`src/drs_pkg.sv`:
```
// shared types and constants for the disk request scheduler
`default_nettype none
package drs_pkg;
  localparam int QueueDepth = 32;
  localparam int TrackBits = 16;
  localparam int TagBits = 16;
  localparam int IdxBits = $clog2(QueueDepth);
  localparam int CntBits = $clog2(QueueDepth + 1);

  typedef logic [TrackBits-1:0] track_t;
  typedef logic [TagBits-1:0] tag_t;
  typedef logic [CntBits-1:0] cnt_t;
  typedef logic [IdxBits-1:0] idx_t;

  typedef enum logic [1:0] {
    OP_ENQ = 2'd0,
    OP_ISSUE = 2'd1,
    OP_DONE = 2'd2,
    OP_NONE = 2'd3
  } opcode_t;

  typedef enum logic [2:0] {
    ST_ENQ = 3'd0,
    ST_DROP = 3'd1,
    ST_ISSUED = 3'd2,
    ST_NONE = 3'd3,
    ST_DONE = 3'd4
  } status_t;

  typedef enum logic [2:0] {
    MODE_FIFO = 3'd0,
    MODE_SSTF = 3'd1,
    MODE_LOOK = 3'd2,
    MODE_CLOOK = 3'd3,
    MODE_FLOOK = 3'd4
  } mode_t;

  typedef enum logic [1:0] {
    S_IDLE,
    S_SCAN,
    S_SHIFT,
    S_OUT
  } fsm_t;

  // one table entry
  typedef struct packed {
    track_t trk;
    tag_t tg;
  } entry_t;

  // control from the sequencer to the table cells
  typedef struct packed {
    logic push;
    logic shift;
    logic load;
    idx_t remove_idx;
    entry_t push_data;
  } cell_ctl_t;
endpackage
`default_nettype wire

```
`src/drs_if.sv`:
```
// valid/ready channel interfaces for requests and results
`default_nettype none
interface drs_req_if (input wire logic clk);
  logic valid;
  logic ready;
  logic [1:0] opcode;
  drs_pkg::track_t request_track;
  drs_pkg::tag_t request_tag;
  modport source (output valid, output opcode, output request_track, output request_tag,
    input ready);
  modport sink (input valid, input opcode, input request_track, input request_tag,
    output ready);
endinterface

interface drs_rsp_if (input wire logic clk);
  logic valid;
  logic ready;
  logic [2:0] status;
  drs_pkg::track_t chosen_track;
  drs_pkg::tag_t chosen_tag;
  drs_pkg::track_t seek_distance;
  modport source (output valid, output status, output chosen_track, output chosen_tag,
    output seek_distance, input ready);
  modport sink (input valid, input status, input chosen_track, input chosen_tag,
    input seek_distance, output ready);
endinterface
`default_nettype wire

```
`src/disk_request_scheduler.sv`:
```
// top level: request tables, selection scan and result register
// An enqueue, a complete, a no-op or a refused issue needs no scan. Its result is presented in the
// cycle after acceptance, and the next item is accepted once that result is taken. An issue
// scans the active table one entry per cycle, up to 32 entries, then registers the result
// in S_OUT and removes the chosen entry in S_SHIFT by shifting the cell row. One item is
// worked on at a time; the result register holds a result until taken and a new item is
// accepted once it is taken. Tie breaking follows the mode: ties to the earliest tag, except
// the reversing pass of LOOK and F-LOOK, which takes the latest tag; equal entries go to the
// oldest. policy_mode values 5 to 7 act as FIFO.
`default_nettype none
module disk_request_scheduler (
  input  wire logic clk,
  input  wire logic rst,
  drs_req_if.sink req,
  drs_rsp_if.source rsp,
  input  wire logic psel,
  input  wire logic penable,
  input  wire logic pwrite,
  input  wire logic [1:0] paddr,
  input  wire logic [31:0] pwdata,
  output logic [31:0] prdata,
  output logic pready
);
  localparam logic [1:0] AddrMode = 2'd0;

  logic [2:0] policy_mode;
  drs_pkg::fsm_t state, state_next;
  drs_pkg::cnt_t act_count, def_count;
  drs_pkg::track_t head_track;
  logic sweep_up, in_service;
  drs_pkg::entry_t act_data [drs_pkg::QueueDepth];
  drs_pkg::entry_t def_data [drs_pkg::QueueDepth];
  drs_pkg::cell_ctl_t act_ctl, def_ctl;

  // scan state
  drs_pkg::cnt_t scan_i;
  logic found_a, found_b;
  drs_pkg::idx_t best_a, best_b;
  drs_pkg::entry_t ent_a, ent_b;
  drs_pkg::track_t dist_a;

  // result register
  logic rsp_valid;
  logic [2:0] r_status;
  drs_pkg::track_t r_track, r_dist;
  drs_pkg::tag_t r_tag;
  drs_pkg::idx_t rm_idx;

  logic op_go;
  assign req.ready = (state == drs_pkg::S_IDLE) && !rsp_valid;
  assign op_go = req.valid && req.ready;

  // configuration port
  assign pready = 1'b1;
  assign prdata = (paddr == AddrMode) ? {29'd0, policy_mode} : 32'd0;
  always_ff @(posedge clk) begin
    if (rst) begin
      policy_mode <= 3'd0;
    end else if (psel && penable && pwrite && paddr == AddrMode) begin
      policy_mode <= pwdata[2:0];
    end
  end

  logic is_look, is_clook, is_sstf;
  assign is_sstf = policy_mode == drs_pkg::MODE_SSTF;
  assign is_look = policy_mode == drs_pkg::MODE_LOOK || policy_mode == drs_pkg::MODE_FLOOK;
  assign is_clook = policy_mode == drs_pkg::MODE_CLOOK;

  // current scanned entry and its candidacy
  drs_pkg::entry_t cur;
  drs_pkg::track_t cur_dist;
  logic in_region, take_a, take_b;
  assign cur = act_data[scan_i[drs_pkg::IdxBits-1:0]];
  assign cur_dist = (cur.trk > head_track) ? cur.trk - head_track : head_track - cur.trk;

  always_comb begin
    in_region = 1'b1;
    take_a = 1'b0;
    take_b = 1'b0;
    if (is_sstf) begin
      take_a = !found_a || cur_dist < dist_a || (cur_dist == dist_a && cur.tg < ent_a.tg);
    end else if (is_look) begin
      if (sweep_up) begin
        in_region = cur.trk >= head_track;
        take_a = in_region && (!found_a || cur.trk < ent_a.trk ||
                 (cur.trk == ent_a.trk && cur.tg < ent_a.tg));
        take_b = !found_b || cur.trk > ent_b.trk ||
                 (cur.trk == ent_b.trk && cur.tg > ent_b.tg);
      end else begin
        in_region = cur.trk <= head_track;
        take_a = in_region && (!found_a || cur.trk > ent_a.trk ||
                 (cur.trk == ent_a.trk && cur.tg < ent_a.tg));
        take_b = !found_b || cur.trk < ent_b.trk ||
                 (cur.trk == ent_b.trk && cur.tg > ent_b.tg);
      end
    end else if (is_clook) begin
      in_region = cur.trk >= head_track;
      take_a = in_region && (!found_a || cur.trk < ent_a.trk ||
               (cur.trk == ent_a.trk && cur.tg < ent_a.tg));
      take_b = !found_b || cur.trk < ent_b.trk ||
               (cur.trk == ent_b.trk && cur.tg < ent_b.tg);
    end else begin
      take_a = !found_a;
    end
  end

  logic scan_last;
  assign scan_last = (scan_i + drs_pkg::cnt_t'(1)) == act_count;

  // final pick
  drs_pkg::entry_t pick;
  drs_pkg::idx_t pick_idx;
  assign pick = found_a ? ent_a : ent_b;
  assign pick_idx = found_a ? best_a : best_b;

  // sequencer next state
  always_comb begin
    state_next = state;
    unique case (state)
      drs_pkg::S_IDLE: begin
        if (op_go && req.opcode == drs_pkg::OP_ISSUE && !in_service
            && act_count != '0) begin
          state_next = drs_pkg::S_SCAN;
        end
      end
      drs_pkg::S_SCAN: if (scan_last) state_next = drs_pkg::S_OUT;
      drs_pkg::S_OUT: state_next = drs_pkg::S_SHIFT;
      drs_pkg::S_SHIFT: state_next = drs_pkg::S_IDLE;
      default: state_next = drs_pkg::S_IDLE;
    endcase
  end

  always_ff @(posedge clk) begin
    if (rst) state <= drs_pkg::S_IDLE;
    else state <= state_next;
  end

  logic enq, to_def, swap;
  assign enq = op_go && req.opcode == drs_pkg::OP_ENQ;
  assign to_def = policy_mode == drs_pkg::MODE_FLOOK && in_service;
  assign swap = op_go && req.opcode == drs_pkg::OP_DONE &&
                policy_mode == drs_pkg::MODE_FLOOK && act_count == '0;

  // cell controls
  always_comb begin
    act_ctl = '0;
    def_ctl = '0;
    act_ctl.push_data = '{trk: req.request_track, tg: req.request_tag};
    def_ctl.push_data = act_ctl.push_data;
    act_ctl.push = enq && !to_def && act_count != drs_pkg::cnt_t'(drs_pkg::QueueDepth);
    def_ctl.push = enq && to_def && def_count != drs_pkg::cnt_t'(drs_pkg::QueueDepth);
    act_ctl.load = swap;
    act_ctl.shift = state == drs_pkg::S_SHIFT;
    act_ctl.remove_idx = rm_idx;
  end

  drs_table u_act (.clk(clk), .ctl(act_ctl), .count(act_count), .load_data(def_data),
    .data(act_data));
  drs_table u_def (.clk(clk), .ctl(def_ctl), .count(def_count), .load_data(def_data),
    .data(def_data));

  // scan registers
  always_ff @(posedge clk) begin
    if (state == drs_pkg::S_IDLE) begin
      scan_i <= '0;
      found_a <= 1'b0;
      found_b <= 1'b0;
    end else if (state == drs_pkg::S_SCAN) begin
      scan_i <= scan_i + drs_pkg::cnt_t'(1);
      if (take_a) begin
        found_a <= 1'b1;
        best_a <= scan_i[drs_pkg::IdxBits-1:0];
        ent_a <= cur;
        dist_a <= cur_dist;
      end
      if (take_b && (is_look || is_clook)) begin
        found_b <= 1'b1;
        best_b <= scan_i[drs_pkg::IdxBits-1:0];
        ent_b <= cur;
      end
    end
  end

  // control state and result register
  always_ff @(posedge clk) begin
    if (rst) begin
      act_count <= '0;
      def_count <= '0;
      head_track <= '0;
      sweep_up <= 1'b1;
      in_service <= 1'b0;
      rsp_valid <= 1'b0;
    end else begin
      if (rsp_valid && rsp.ready) rsp_valid <= 1'b0;
      if (act_ctl.push) act_count <= act_count + drs_pkg::cnt_t'(1);
      if (def_ctl.push) def_count <= def_count + drs_pkg::cnt_t'(1);
      if (op_go) begin
        r_track <= '0;
        r_tag <= '0;
        r_dist <= '0;
        unique case (req.opcode)
          drs_pkg::OP_ENQ: begin
            rsp_valid <= 1'b1;
            r_status <= (act_ctl.push || def_ctl.push) ? drs_pkg::ST_ENQ : drs_pkg::ST_DROP;
          end
          drs_pkg::OP_ISSUE: begin
            if (in_service || act_count == '0) begin
              rsp_valid <= 1'b1;
              r_status <= drs_pkg::ST_NONE;
            end
          end
          drs_pkg::OP_DONE: begin
            rsp_valid <= 1'b1;
            r_status <= drs_pkg::ST_DONE;
            in_service <= 1'b0;
            if (swap) begin
              act_count <= def_count;
              def_count <= '0;
              sweep_up <= 1'b1;
            end
          end
          default: begin
            rsp_valid <= 1'b1;
            r_status <= drs_pkg::ST_NONE;
          end
        endcase
      end
      if (state == drs_pkg::S_OUT) begin
        rsp_valid <= 1'b1;
        r_status <= drs_pkg::ST_ISSUED;
        r_track <= pick.trk;
        r_tag <= pick.tg;
        r_dist <= (pick.trk > head_track) ? pick.trk - head_track : head_track - pick.trk;
        if (pick.trk != head_track) sweep_up <= pick.trk > head_track;
        head_track <= pick.trk;
        rm_idx <= pick_idx;
        in_service <= 1'b1;
      end
      if (state == drs_pkg::S_SHIFT) act_count <= act_count - drs_pkg::cnt_t'(1);
    end
  end

  assign rsp.valid = rsp_valid;
  assign rsp.status = r_status;
  assign rsp.chosen_track = r_track;
  assign rsp.chosen_tag = r_tag;
  assign rsp.seek_distance = r_dist;

  // no item is taken while an issue is in progress
  a_no_accept_busy: assert property (@(posedge clk) disable iff (rst)
    state != drs_pkg::S_IDLE |-> !req.ready) else $error("accept while busy");
  // a scan always finds some entry
  a_scan_found: assert property (@(posedge clk) disable iff (rst)
    state == drs_pkg::S_OUT |-> (found_a || found_b)) else $error("empty pick");
  // counts never exceed the table depth
  a_count_range: assert property (@(posedge clk) disable iff (rst)
    act_count <= drs_pkg::cnt_t'(drs_pkg::QueueDepth) &&
    def_count <= drs_pkg::cnt_t'(drs_pkg::QueueDepth)) else $error("count overflow");
endmodule
`default_nettype wire

```
`src/drs_cell.sv`:
```
// one table slot: holds an entry and shifts toward the front on removal
`default_nettype none
module drs_cell (
  input  wire logic clk,
  input  wire drs_pkg::cell_ctl_t ctl,
  input  wire drs_pkg::idx_t my_idx,
  input  wire drs_pkg::cnt_t count,
  input  wire drs_pkg::entry_t from_next,
  input  wire drs_pkg::entry_t load_data,
  output drs_pkg::entry_t data
);
  // push writes the slot at count, shift closes the gap, load copies a whole table
  always_ff @(posedge clk) begin
    if (ctl.load) begin
      data <= load_data;
    end else if (ctl.push && count == drs_pkg::cnt_t'(my_idx)) begin
      data <= ctl.push_data;
    end else if (ctl.shift && my_idx >= ctl.remove_idx) begin
      data <= from_next;
    end
  end
endmodule
`default_nettype wire

```
`src/drs_table.sv`:
```
// row of cells forming one request table
`default_nettype none
module drs_table (
  input  wire logic clk,
  input  wire drs_pkg::cell_ctl_t ctl,
  input  wire drs_pkg::cnt_t count,
  input  wire drs_pkg::entry_t load_data [drs_pkg::QueueDepth],
  output drs_pkg::entry_t data [drs_pkg::QueueDepth]
);
  genvar i;
  generate
    for (i = 0; i < drs_pkg::QueueDepth; i++) begin : g_cell
      drs_pkg::entry_t nxt;
      if (i == drs_pkg::QueueDepth - 1) begin : g_last
        assign nxt = data[i];
      end else begin : g_mid
        assign nxt = data[i+1];
      end
      drs_cell u_cell (
        .clk(clk), .ctl(ctl), .my_idx(drs_pkg::idx_t'(i)), .count(count),
        .from_next(nxt), .load_data(load_data[i]), .data(data[i])
      );
    end
  endgenerate
endmodule
`default_nettype wire
```
`src/flat_wrapper.sv`:
```
// flat-port wrapper written by rule: the top's interface ports become plain ports
module disk_request_scheduler_flat 
  (clk, rst, psel, penable, pwrite, paddr, pwdata, prdata, pready, req_valid, req_opcode, req_request_track, req_request_tag, req_ready, rsp_valid, rsp_status, rsp_chosen_track, rsp_chosen_tag, rsp_seek_distance, rsp_ready);
  drs_req_if req_i (.clk(clk));
  drs_rsp_if rsp_i (.clk(clk));
  input  wire logic clk;
  input  wire logic rst;
  input  wire logic psel;
  input  wire logic penable;
  input  wire logic pwrite;
  input  wire logic [1:0] paddr;
  input  wire logic [31:0] pwdata;
  output logic [31:0] prdata;
  output logic pready;
  input wire logic [$bits(req_i.valid)-1:0] req_valid;
  input wire logic [$bits(req_i.opcode)-1:0] req_opcode;
  input wire logic [$bits(req_i.request_track)-1:0] req_request_track;
  input wire logic [$bits(req_i.request_tag)-1:0] req_request_tag;
  output wire logic [$bits(req_i.ready)-1:0] req_ready;
  output wire logic [$bits(rsp_i.valid)-1:0] rsp_valid;
  output wire logic [$bits(rsp_i.status)-1:0] rsp_status;
  output wire logic [$bits(rsp_i.chosen_track)-1:0] rsp_chosen_track;
  output wire logic [$bits(rsp_i.chosen_tag)-1:0] rsp_chosen_tag;
  output wire logic [$bits(rsp_i.seek_distance)-1:0] rsp_seek_distance;
  input wire logic [$bits(rsp_i.ready)-1:0] rsp_ready;
  assign req_i.valid = req_valid;
  assign req_i.opcode = req_opcode;
  assign req_i.request_track = req_request_track;
  assign req_i.request_tag = req_request_tag;
  assign req_ready = req_i.ready;
  assign rsp_valid = rsp_i.valid;
  assign rsp_status = rsp_i.status;
  assign rsp_chosen_track = rsp_i.chosen_track;
  assign rsp_chosen_tag = rsp_i.chosen_tag;
  assign rsp_seek_distance = rsp_i.seek_distance;
  assign rsp_i.ready = rsp_ready;
  disk_request_scheduler u_core (.clk(clk), .rst(rst), .req(req_i), .rsp(rsp_i), .psel(psel), .penable(penable), .pwrite(pwrite), .paddr(paddr), .pwdata(pwdata), .prdata(prdata), .pready(pready));
endmodule
```
`config.mk`:
```
export PLATFORM = sky130hd
export DESIGN_NAME = disk_request_scheduler_flat
export DESIGN_NICKNAME = d
export VERILOG_FILES = /design/src/drs_pkg.sv /design/src/drs_if.sv /design/src/disk_request_scheduler.sv /design/src/drs_cell.sv /design/src/drs_table.sv /design/src/flat_wrapper.sv
export SDC_FILE = /design/constraint.sdc
export NUM_CORES = 2
export LEC_CHECK = 0
export ABC_CLOCK_PERIOD_IN_PS = 13100
export BUFFER_PORTS_ARGS = -buffer_cell sky130_fd_sc_hd__buf_2
export CAP_MARGIN = 10
export CORE_ASPECT_RATIO = 0.75
export CORE_UTILIZATION = 30
export DETAILED_ROUTE_END_ITERATION = 10
export RECOVER_POWER = 100
export SETUP_SLACK_MARGIN = 0.02
export SLEW_MARGIN = 20
export SYNTH_ARGS = -nofsm -noshare
export SYNTH_HDL_FRONTEND = slang
export SYNTH_SLANG_ARGS = --single-unit
```
`constraint.sdc`:
```
create_clock -name clk -period 13.1 [get_ports clk]
set_input_delay 1.965 -clock clk [delete_from_list [all_inputs] [get_ports clk]]
set_output_delay 1.965 -clock clk [all_outputs]
set_load 0.02 [all_outputs]
```
==> parameters.txt <==
Parameter                              Value

Outcome
  Result of the run ... complete, but fails checks
  Violated checks ... DRC, capacitance limit, slew limit

Clocking
  Worst-skew pair later-pin latency ... 0.92 ns
  Register clock-pin slew on the reported worst setup and hold paths ... ~0.070 ns
  Level count of the clock H-tree ... 4
  Master cell of the clock root buffer ... sky130_fd_sc_hd__clkbuf_16
  Number of buffers inserted by hold repair at cts ... 0
  Clock sink total ... around 2200
  PostCTS Resize Cnt ... 0
  TritonCTS clock tree ... built
  Total clock buffers created by CTS ... 215
  Largest buffer count on any clock path ... 4
  Setup bufs post-CTS ... 0

Routing
  Routed Antenna Nets ... 0
  Number of remaining DRC errors ... 1
  Via density per instance ... 5.27
  Post-detailed-route wirelength per cell ... around 26 um
  Final Routed Wirelength ... 320000 um
  Number of vias in the routed layout ... 64097
  Initial DRC Count ... 9774
  Length of the first detailed-routing pass in iterations ... 9

Floorplanning
  Die extent in y ... 512 um
  Core box area ... about 350000 um^2
  Die Wd ... 683 um
  I/O pin cnt ... 161
  Die Footprint ... 350000 um^2
  Initial Utilization ... 30.1%
  Standard-cell rows ... 187

Placed design
  Number of port buffers ... 101
  Estimated wirelength of the detail-placed design ... around 180000 um
  Placer Congestion ... between 0.8 and 0.9

Synthesis
  Post-Synthesis Cells ... 7451
  Combinational family with the most area after synthesis ... multiplexers
  FF+latch count, synth ... 2238
  Mean post-synth cell area ... roughly 14 um^2
  Top FF cell, synth ... sky130_fd_sc_hd__edfxtp_1
  Post-synthesis cell type count ... 82
  Yosys top cell by area ... sky130_fd_sc_hd__edfxtp_1
  Fraction of synthesized cell area taken by the top area cell type ... 63.2%
  Share of synthesized area spent on multiplexers ... roughly 17%
  Fraction of synthesis flops using an asynchronous set or reset pin ... 0%
  Part of the Yosys area used for sequential elements ... 64.1%
  Post-synthesis adder-cell area fraction ... 1.88%
  Total standard cell area after synthesis ... 104000 um^2
  Count of flip-flops with a built-in enable after synthesis ... around 2200
  Synth top area cells ... sky130_fd_sc_hd__edfxtp_1, sky130_fd_sc_hd__mux2i_1, sky130_fd_sc_hd__mux4_2
  Area share of xor/xnor cells in the synthesized design ... 0.328%
  Area fraction in compound gates after synthesis ... 6.94%
  Synth Area in Simple Gates ... 6.09%
  Yosys warnings ... 0

STA
  Achievable Freq ... around 87 MHz
  Fin crit share ... a little under 90%
  Clk_skew ... 0.112 ns
  Final setup violation count ... 0
  Least-Margin Pin Slew ... ~4.7 ns
  Relative max-transition margin ... -210%
  Max-slew violation count ... ~7200
  Hold Vio Cnt, Final ... 0
  RSZ-0062 raised after global routing ... no
  Minimum period implied by the final worst setup slack ... 11.44 ns
  Final setup TNS ... 0 ns

GRT
  Wire length of the first global-routing pass ... 450000 um
  Pin count of the biggest net entering global routing ... 226
  Number of global-route vias before repair ... 60566
  GR Overflow Total ... 0
  GRT Util Overall ... between 10% and 20%
  Initial antenna violation count ... 23

Hold path
  Critical hold path startpoint ... u_core.u_def.g_cell[6].u_cell.data[14]$_DFFE_PP_
  Hold-critical path depth ... 2
  Hold EP ... u_core.u_act.g_cell[6].u_cell.data[14]$_DFFE_PP_
  Hold WC Path Type ... flop to flop

Power and ir drop
  Static leakage ... 41.5 nW
  Pwr Density ... 125 nW/um^2
  Worst VDD drop ... 125 uV

Cells and area
  Post-synthesis to final-layout area growth ... 10.4%
  Antenna diode instance count ... 0
  Fillcell total ... 33782
  Fin util ... about a third
  Most frequent cells in the layout ... sky130_fd_sc_hd__edfxtp_1, sky130_fd_sc_hd__nand2_1, sky130_fd_sc_hd__mux2i_1, sky130_fd_sc_hd__o21ai_0, sky130_fd_sc_hd__mux4_2
  Fraction of final layout cells with drive strength greater than 1 ... 9.92%
  Commonest non-fill, non-tap cell in the layout ... sky130_fd_sc_hd__edfxtp_1
  Final nets ... roughly 7600

Worst setup path
  Endpoint of the worst register-to-register path ... u_core.ent_a[30]$_DFFE_PP_
  Required time at the endpoint of the critical path ... 13.55 ns
  Register-to-Register Path Depth ... 25
  Crit-path max FO ... 33
  Kind of end point of the critical path ... flop
  Critical Setup Path Class ... flop to flop
  Critical Path AT ... 11.89 ns
  Maximum single-stage delay on the critical path ... 2.11 ns
  Slowest stage cell, crit path ... sky130_fd_sc_hd__clkbuf_1
  Critical path launch point type ... flop
  Worst r2r src ... u_core.scan_i[3]$_SDFFE_PN0P_
  Setup slack, reg-to-reg ... between 1.5 and 2 ns

Flow run
  # Max-Cap Violations ... 157
worst max-delay path by stage:
stage                     cells after the start                     endpoint  slack [ns]                     startpoint
after global placement                       26   u_core.ent_a[31]$_DFFE_PP_        3.06  u_core.scan_i[0]$_SDFFE_PN0P_
final                                        25   u_core.ent_a[30]$_DFFE_PP_        1.66  u_core.scan_i[3]$_SDFFE_PN0P_
after global routing                         25   u_core.ent_a[31]$_DFFE_PP_        1.26  u_core.scan_i[3]$_SDFFE_PN0P_
after floorplan                              25   u_core.best_a[0]$_DFFE_PP_        4.97  u_core.scan_i[0]$_SDFFE_PN0P_
after detailed placement                     26   u_core.ent_a[30]$_DFFE_PP_        3.22  u_core.scan_i[0]$_SDFFE_PN0P_
after CTS                                    26  u_core.dist_a[11]$_DFFE_PP_        3.16  u_core.scan_i[0]$_SDFFE_PN0P_
stage by stage:
| step | std cells | setup slack, ns | power [mW] | hold slack, ns | instance area, um^2 |
|---|---|---|---|---|---|
| final | 12159 | 1.66 | 14.4 | 0.457 | 115000 |
| after CTS | 12158 | 3.16 | 14.4 | 0.464 | 116000 |
| after floorplan | 7479 | 4.97 | 8.28 | 0.424 | 104000 |
| after detailed placement | 11778 | 3.22 | 8.49 | 0.473 | 110000 |
| after global routing | 12159 | 1.26 | 14.7 | 0.503 | 115000 |
| after global placement | 11778 | 3.06 | 8.49 | 0.461 | 110000 |
area by class of cell:
cell class                 count  area [um^2]  share of cell area, %
inverter                     151          567                  0.493
clock inverter               119          816                  0.709
timing repair buffer         264         1210                   1.05
clock buffer                 261         5640                   4.90
multi-input combinational   4496        34300                   29.8
tap                         4630         5790                   5.03
sequential                  2238        66800                   58.0
kinds of logic after synthesis:
kind of cell,count (synthesis)
simple gates,1531
flops,2238
other cells,2
mux,1407
fa+ha+maj,154
buf+inv,745
compound gates,1335
xor+xnor,39
where the power goes:
part | switching (mW) | internal (mW)
registers | 0.0167 | 7.85
logic | 0.342 | 0.139
clock network | 2.79 | 3.24
routing by layer:
layer	wire [um]	GRT usage, %	vias to the layer above	part of all wire (%)
met4	8220	3.99	12	2.6
met3	39600	5.34	449	12
met2	135000	25.5	3391	42
met5	87	0	-	0.027
met1	137000	25.9	32451	43
li1	-	-	27794	-
synth_stat cells, types with 7 or more instances:
cell	n
sky130_fd_sc_hd__o21bai_1	10
sky130_fd_sc_hd__ha_1	150
sky130_fd_sc_hd__buf_2	192
sky130_fd_sc_hd__nor3_1	25
sky130_fd_sc_hd__o21a_1	23
sky130_fd_sc_hd__a21oi_1	98
sky130_fd_sc_hd__a31oi_1	9
sky130_fd_sc_hd__nand3_4	9
sky130_fd_sc_hd__nand2_2	8
sky130_fd_sc_hd__clkbuf_1	292
sky130_fd_sc_hd__xor2_1	20
sky130_fd_sc_hd__edfxtp_1	2194
sky130_fd_sc_hd__mux4_2	318
sky130_fd_sc_hd__o31a_1	7
sky130_fd_sc_hd__o211ai_1	17
sky130_fd_sc_hd__buf_4	50
sky130_fd_sc_hd__nand2_1	1174
sky130_fd_sc_hd__mux2_2	29
sky130_fd_sc_hd__a211oi_1	19
sky130_fd_sc_hd__o31ai_1	7
sky130_fd_sc_hd__a21o_1	35
sky130_fd_sc_hd__nor2b_1	21
sky130_fd_sc_hd__nand4_1	35
sky130_fd_sc_hd__nand3_1	24
sky130_fd_sc_hd__buf_6	31
sky130_fd_sc_hd__inv_1	150
sky130_fd_sc_hd__and3_1	8
sky130_fd_sc_hd__o311ai_0	8
sky130_fd_sc_hd__o21ai_1	133
sky130_fd_sc_hd__buf_1	28
sky130_fd_sc_hd__xnor2_1	19
sky130_fd_sc_hd__o21ai_0	918
sky130_fd_sc_hd__nand3_2	10
sky130_fd_sc_hd__dfxtp_1	44
sky130_fd_sc_hd__nand2b_1	14
sky130_fd_sc_hd__mux2i_1	1059
sky130_fd_sc_hd__and2_1	12
sky130_fd_sc_hd__nor2_1	164
flip-flops by register name, indices dropped and copies added (netlist names), 5 cells and up:
register                         flops
u_core.head_track                   16
u_core.u_act.g_cell.u_cell.data   1024
u_core.rsp.chosen_tag               16
u_core.rm_idx                        5
u_core.rsp.chosen_track             16
u_core.best_b                        5
u_core.u_def.g_cell.u_cell.data   1024
u_core.def_count                     6
u_core.ent_b                        32
u_core.ent_a                        32
u_core.dist_a                       16
u_core.rsp.seek_distance            16
u_core.best_a                        5
u_core.act_count                     6
u_core.scan_i                        6
worst max-delay path: cells and delay by family (launching register included):
kind	cells	cell delay (ns)
muxes	3	1.06
DFF	1	1.72
AOI/OAI and AO/OA	11	2.45
adders and majority gates	2	0.66
and+or+nand+nor	4	1.22
buffers and inverters	5	3.86
No activity file was read; power rests on OpenSTA's default activity.
